## src/design/sisc_pkg.sv

```systemverilog
package sisc_pkg;

    localparam int MemWordsDefault = 2048;
    localparam int DataW           = 32;
    localparam int LocW            = 11;
    localparam int RegIdxW         = 5;
    localparam int RegCount        = 32;
    localparam int ShW             = 13;
    localparam int ImmW            = 18;
    localparam int JtW             = 28;

    typedef enum logic [1:0] {
        CMD_LOAD  = 2'd0,
        CMD_RUN   = 2'd1,
        CMD_RDMEM = 2'd2,
        CMD_RDREG = 2'd3
    } t_cmd;

    typedef enum logic [3:0] {
        OP_ADD   = 4'd0,
        OP_SUB   = 4'd1,
        OP_MUL   = 4'd2,
        OP_MOVI  = 4'd3,
        OP_JEQ   = 4'd4,
        OP_AND   = 4'd5,
        OP_XORI  = 4'd6,
        OP_JMP   = 4'd7,
        OP_LSL   = 4'd8,
        OP_LSR   = 4'd9,
        OP_LOAD  = 4'd10,
        OP_STORE = 4'd11
    } t_op;

    typedef enum logic [2:0] {
        S_IDLE,
        S_FETCH,
        S_EXEC1,
        S_EXEC2,
        S_RDMEM,
        S_RDREG,
        S_LDONE
    } t_state;

    typedef struct packed {
        logic [1:0]       command;
        logic [LocW-1:0]  location;
        logic [DataW-1:0] load_word;
    } t_in_word;

    typedef struct packed {
        logic [DataW-1:0]   read_data;
        logic [LocW-1:0]    next_pc;
        logic               reg_written;
        logic [RegIdxW-1:0] reg_target;
        logic [DataW-1:0]   reg_result;
        logic               store_done;
        logic [LocW-1:0]    store_address;
        logic               branch_taken;
        logic               bad_opcode;
    } t_out_word;

    typedef struct packed {
        logic               re_a;
        logic [RegIdxW-1:0] addr_a;
        logic               re_b;
        logic [RegIdxW-1:0] addr_b;
        logic               we;
        logic [RegIdxW-1:0] addr_w;
        logic [DataW-1:0]   data_w;
    } t_rf_req;

endpackage

```

## src/design/sisc_rf.sv

```systemverilog
module sisc_rf (
    input  logic                            i_clk,
    input  logic                            i_rst_n,
    input  sisc_pkg::t_rf_req               i_req,
    output logic [sisc_pkg::DataW-1:0]      o_qa,
    output logic [sisc_pkg::DataW-1:0]      o_qb
);
    import sisc_pkg::*;

    logic [DataW-1:0]    r_mem [RegCount];
    logic [RegCount-1:0] r_valid;
    logic [DataW-1:0]    r_qa;
    logic [DataW-1:0]    r_qb;

    always_ff @(posedge i_clk) begin
        if (!i_rst_n) begin
            r_valid <= '0;
        end else if (i_req.we) begin
            r_valid[i_req.addr_w] <= 1'b1;
        end
    end

    always_ff @(posedge i_clk) begin
        if (i_req.we) begin
            r_mem[i_req.addr_w] <= i_req.data_w;
        end
    end

    // write-first bypass; entries never written read as zero
    always_ff @(posedge i_clk) begin
        if (i_req.re_a) begin
            if (i_req.we && i_req.addr_w == i_req.addr_a) begin
                r_qa <= i_req.data_w;
            end else if (r_valid[i_req.addr_a]) begin
                r_qa <= r_mem[i_req.addr_a];
            end else begin
                r_qa <= '0;
            end
        end
        if (i_req.re_b) begin
            if (i_req.we && i_req.addr_w == i_req.addr_b) begin
                r_qb <= i_req.data_w;
            end else if (r_valid[i_req.addr_b]) begin
                r_qb <= r_mem[i_req.addr_b];
            end else begin
                r_qb <= '0;
            end
        end
    end

    assign o_qa = r_qa;
    assign o_qb = r_qb;

endmodule

```

## config.mk

```make
export PLATFORM = sky130hd
export DESIGN_NAME = sisc_rf
export DESIGN_NICKNAME = d
export VERILOG_FILES = /design/src/design/sisc_pkg.sv /design/src/design/sisc_rf.sv
export SDC_FILE = /design/constraint.sdc
export NUM_CORES = 2
export LEC_CHECK = 0
export CAP_MARGIN = 40
export CORE_MARGIN = 2
export CORE_UTILIZATION = 30
export CTS_CLUSTER_DIAMETER = 30
export CTS_CLUSTER_SIZE = 28
export DETAILED_ROUTE_END_ITERATION = 10
export DONT_BUFFER_PORTS = 1
export HOLD_SLACK_MARGIN = 0.06
export SLEW_MARGIN = 40
export SYNTH_ARGS = -nofsm -noshare
export SYNTH_HDL_FRONTEND = slang
export SYNTH_SLANG_ARGS = --single-unit
export TNS_END_PERCENT = 30
```

## constraint.sdc

```tcl
create_clock -name i_clk -period 4.5 [get_ports i_clk]
set_input_delay 0 -clock i_clk [delete_from_list [all_inputs] [get_ports i_clk]]
set_output_delay 0 -clock i_clk [all_outputs]
set_load 0.02 [all_outputs]
```

==> results.yml <==
setup_path:
  cp.arrival_ps: 4490
  end_kind: "flip-flop"
  r2r_cells: 8
  worst_setup_path_start_kind: "flip-flop"
  r2r-start: "r_mem[19][5]"
  critPathMaxFanout: 2
  critPathRequiredTime_ps: 5070
  r2r_setup_slack_ps: 580
  crit_type: "flip-flop to flip-flop"
  cp-endpoint: "o_qa[5]"
  critical_path.startpoint: "r_mem[19][5]"
  reg2reg_to: "o_qa[5]"
global_route:
  gr-usage-met3_pct: 3.74
  grt-ovfl-total: 0
  grtUsageMet2_pct: 31.1
  grt.busiest_layer: "met2"
  grt_start_max_net_pins: 187
  grt_pass1_wl_microns: 228000
  grtUsageMet1_pct: 23.5
  grt_pass1_vias: 29800
  antenna_found_initial: 3
  grt.total_usage_pct: 18.6
cts:
  cts_tree: "built"
  clockBufferDepth: 3
  cts.sinks: 1120
  cts-root-buf: "clkbuf_16"
  cts_setup_buffers: 0
  htreeDepth: 4
  path_clk_slew_ps: 50
  cts_made_buffers: 233
  cts_resized: 0
  clock_latency_ps: 830
  hold_buffers: 157
power_and_ir_drop:
  p_int_mw: 24.3
  p_sw_share_pct: 22.3
  powerDensity_nw_per_um2: 489
  p_sw_mw: 7.00
  ir_worst_vdd_v: 0.000321
  clock_power_share_pct: 56.6
  p_seq_share_pct: 37.7
  p_leak_nw: 20.3
  total_power_mw: 31.3
  power_frac_comb_pct: 5.8
final_layout:
  area_growth_pct: 26.6
  layoutNonFillerInstCount: 5107
  finalInstanceArea_sq_um: 64100
  utilization_pct: 38.3
  multi_input_area_sq_um: 16700
  drive_gt1_share_pct: 39.7
  nNetsFinal: 2747
  final_cell_mix: "edfxtp_1 (1088), mux4_2 (582), clkbuf_16 (236)"
  layout_commonest_cell: "edfxtp_1"
  fill_cells: 15000
  seq_area_sq_um: 33300
sta:
  fin_skew_ps: 33.1
  finalHoldViolations: 0
  relSlewSlack_pct: 30.5
  holdWs_ps: 102
  fin_crit_sh_pct: 87.2
  clock.fmax_mhz: 255
  worst_slack_ps: 575
  setup_tns_ps: 0
  drv_slew: 0
  setup_viol: 0
  rsz0062_at_grt: "no"
  period_needed_ps: 3920
  worst_pin_slew_ps: 1040
yosys:
  synth_cell_types: 41
  syn_area_per_cell_sq_um: 21.0
  yosysWarnings: 0
  synth_area_sq_um: 50600
  synth_cells: 2411
  synth-seq-cells: 1120
  synth_fp_nets: 2463
  netlist_top_cells_area: "edfxtp_1 (65%), mux4_2 (26%), a22oi_1 (1.5%), dfxtp_1 (1.3%), clkbuf_1 (0.90%)"
  yosys.area.top_type: "edfxtp_1"
  ys_seq_area_share_pct: 65.8
  yosysTopAreaCellShare_pct: 64.5
route:
  wire_per_inst_microns: 31.7
  drt-vias-per-instance: 5.66
  dr.pass1.iters: 6
  drtIter0Drc: 3256
  ant_nets: 0
  vias: 28900
  drt-total-wl_microns: 162000
  drc: 0
placement:
  pre_cts_ws_ps: 1760
  io_buffers: 0
  globalplace.congestion: 0.751
  dp.cells: 4484
  post_dp_cell_area_sq_um: 53600
  hpwl_microns: 84700
floorplan:
  fp.dieArea_sq_um: 172000
  die_x_microns: 415
  rows: 150
  core_region_area_sq_um: 167000
  die_y_microns: 415
  io_pins: 116
  start_util_pct: 30.2
run:
  maxCapViolations: 0
outcome:
  outcome: "finished, final reports clean"
min_path:
  hold_path_class: "input port to flip-flop"
-- worst min-delay path by stage --
| stage | from | slack, ps | endpoint | depth (start not counted) |
|---|---|---|---|---|
| 2_1_floorplan | i_req[0] | 100 | r_mem[0][0] | 0 |
| 3_3_place_gp | i_req[30] | 100 | r_mem[5][30] | 0 |
| 3_5_place_dp | i_req[30] | 100 | r_mem[4][30] | 0 |
| 4_1_cts | i_req[42] | 60 | o_qb[28] | 4 |
| 5_1_grt | i_req[24] | 110 | r_mem[31][24] | 2 |
| 6_report | i_req[42] | 100 | o_qb[28] | 4 |
-- layer usage --
| metal | wire length, microns | vias up |
|---|---|---|
| met5 | 0 | - |
| met4 | 6160 | 0 |
| met3 | 12900 | 303 |
| met2 | 81000 | 1534 |
| met1 | 62000 | 15700 |
| li1 | - | 11300 |
-- final cells by class --
cell class	instances	share of cell area [%]
antenna	1	0.00390
clock buffer	261	9.40
clock inverter	181	3.42
inverter	4	0.0254
multi-input combinational	1087	26.1
sequential	1120	52.0
tap	2204	4.30
timing repair buffer	249	4.80
-- Yosys cell counts, drive strengths merged --
library cell	n
a21o	2
a21oi	6
a221oi	4
a22o	1
a22oi	98
a2bb2oi	2
a32o	32
a41o	1
and2	1
and3	2
buf	78
clkbuf	122
dfxtp	32
edfxtp	1088
inv	4
mux2	1
mux2i	41
mux4	582
nand2	98
nand2b	2
nand3	5
nand3b	38
nand4	33
nor2	38
nor2b	3
nor3	2
nor4	2
o2111ai	2
o21a	36
o21ai	31
o22a	1
o31ai	2
o32a	3
or2	4
or3	1
or3b	3
xnor2	2
xor2	8
-- registers in the layout, summed over array words and instances (netlist names) --
signal   flops
r_mem     1024
o_qa        32
o_qb        32
r_valid     32
-- power groups by stage --
stage	Sequential, mW	Combinational, mW	Clock [mW]
6_report	11.8	1.81	17.7
5_1_grt	11.8	1.89	18.4
4_1_cts	11.8	1.79	17.9
3_5_place_dp	12.0	1.16	0
3_3_place_gp	12.0	1.15	0
2_1_floorplan	11.9	1.10	0
-- critical path: stages, from the launching register on --
cell and delay (ps):
edfxtp_1 400, mux4_2 490, dlygate4sd3_1 570, a22oi_1 130
dlygate4sd3_1 590, nand4_1 80, dlygate4sd3_1 600, a32o_1 250
dlygate4sd3_1 560
-- cell families after synthesis --
| family | count (synthesis) | synth area share, % |
|---|---|---|
| buf+inv | 204 | 1.74 |
| compound gates | 221 | 3.30 |
| xor+xnor | 10 | 0.173 |
| mux | 624 | 26.7 |
| simple gates | 232 | 2.29 |
| flops | 1120 | 65.8 |
Power figures use the tool's default switching activity.
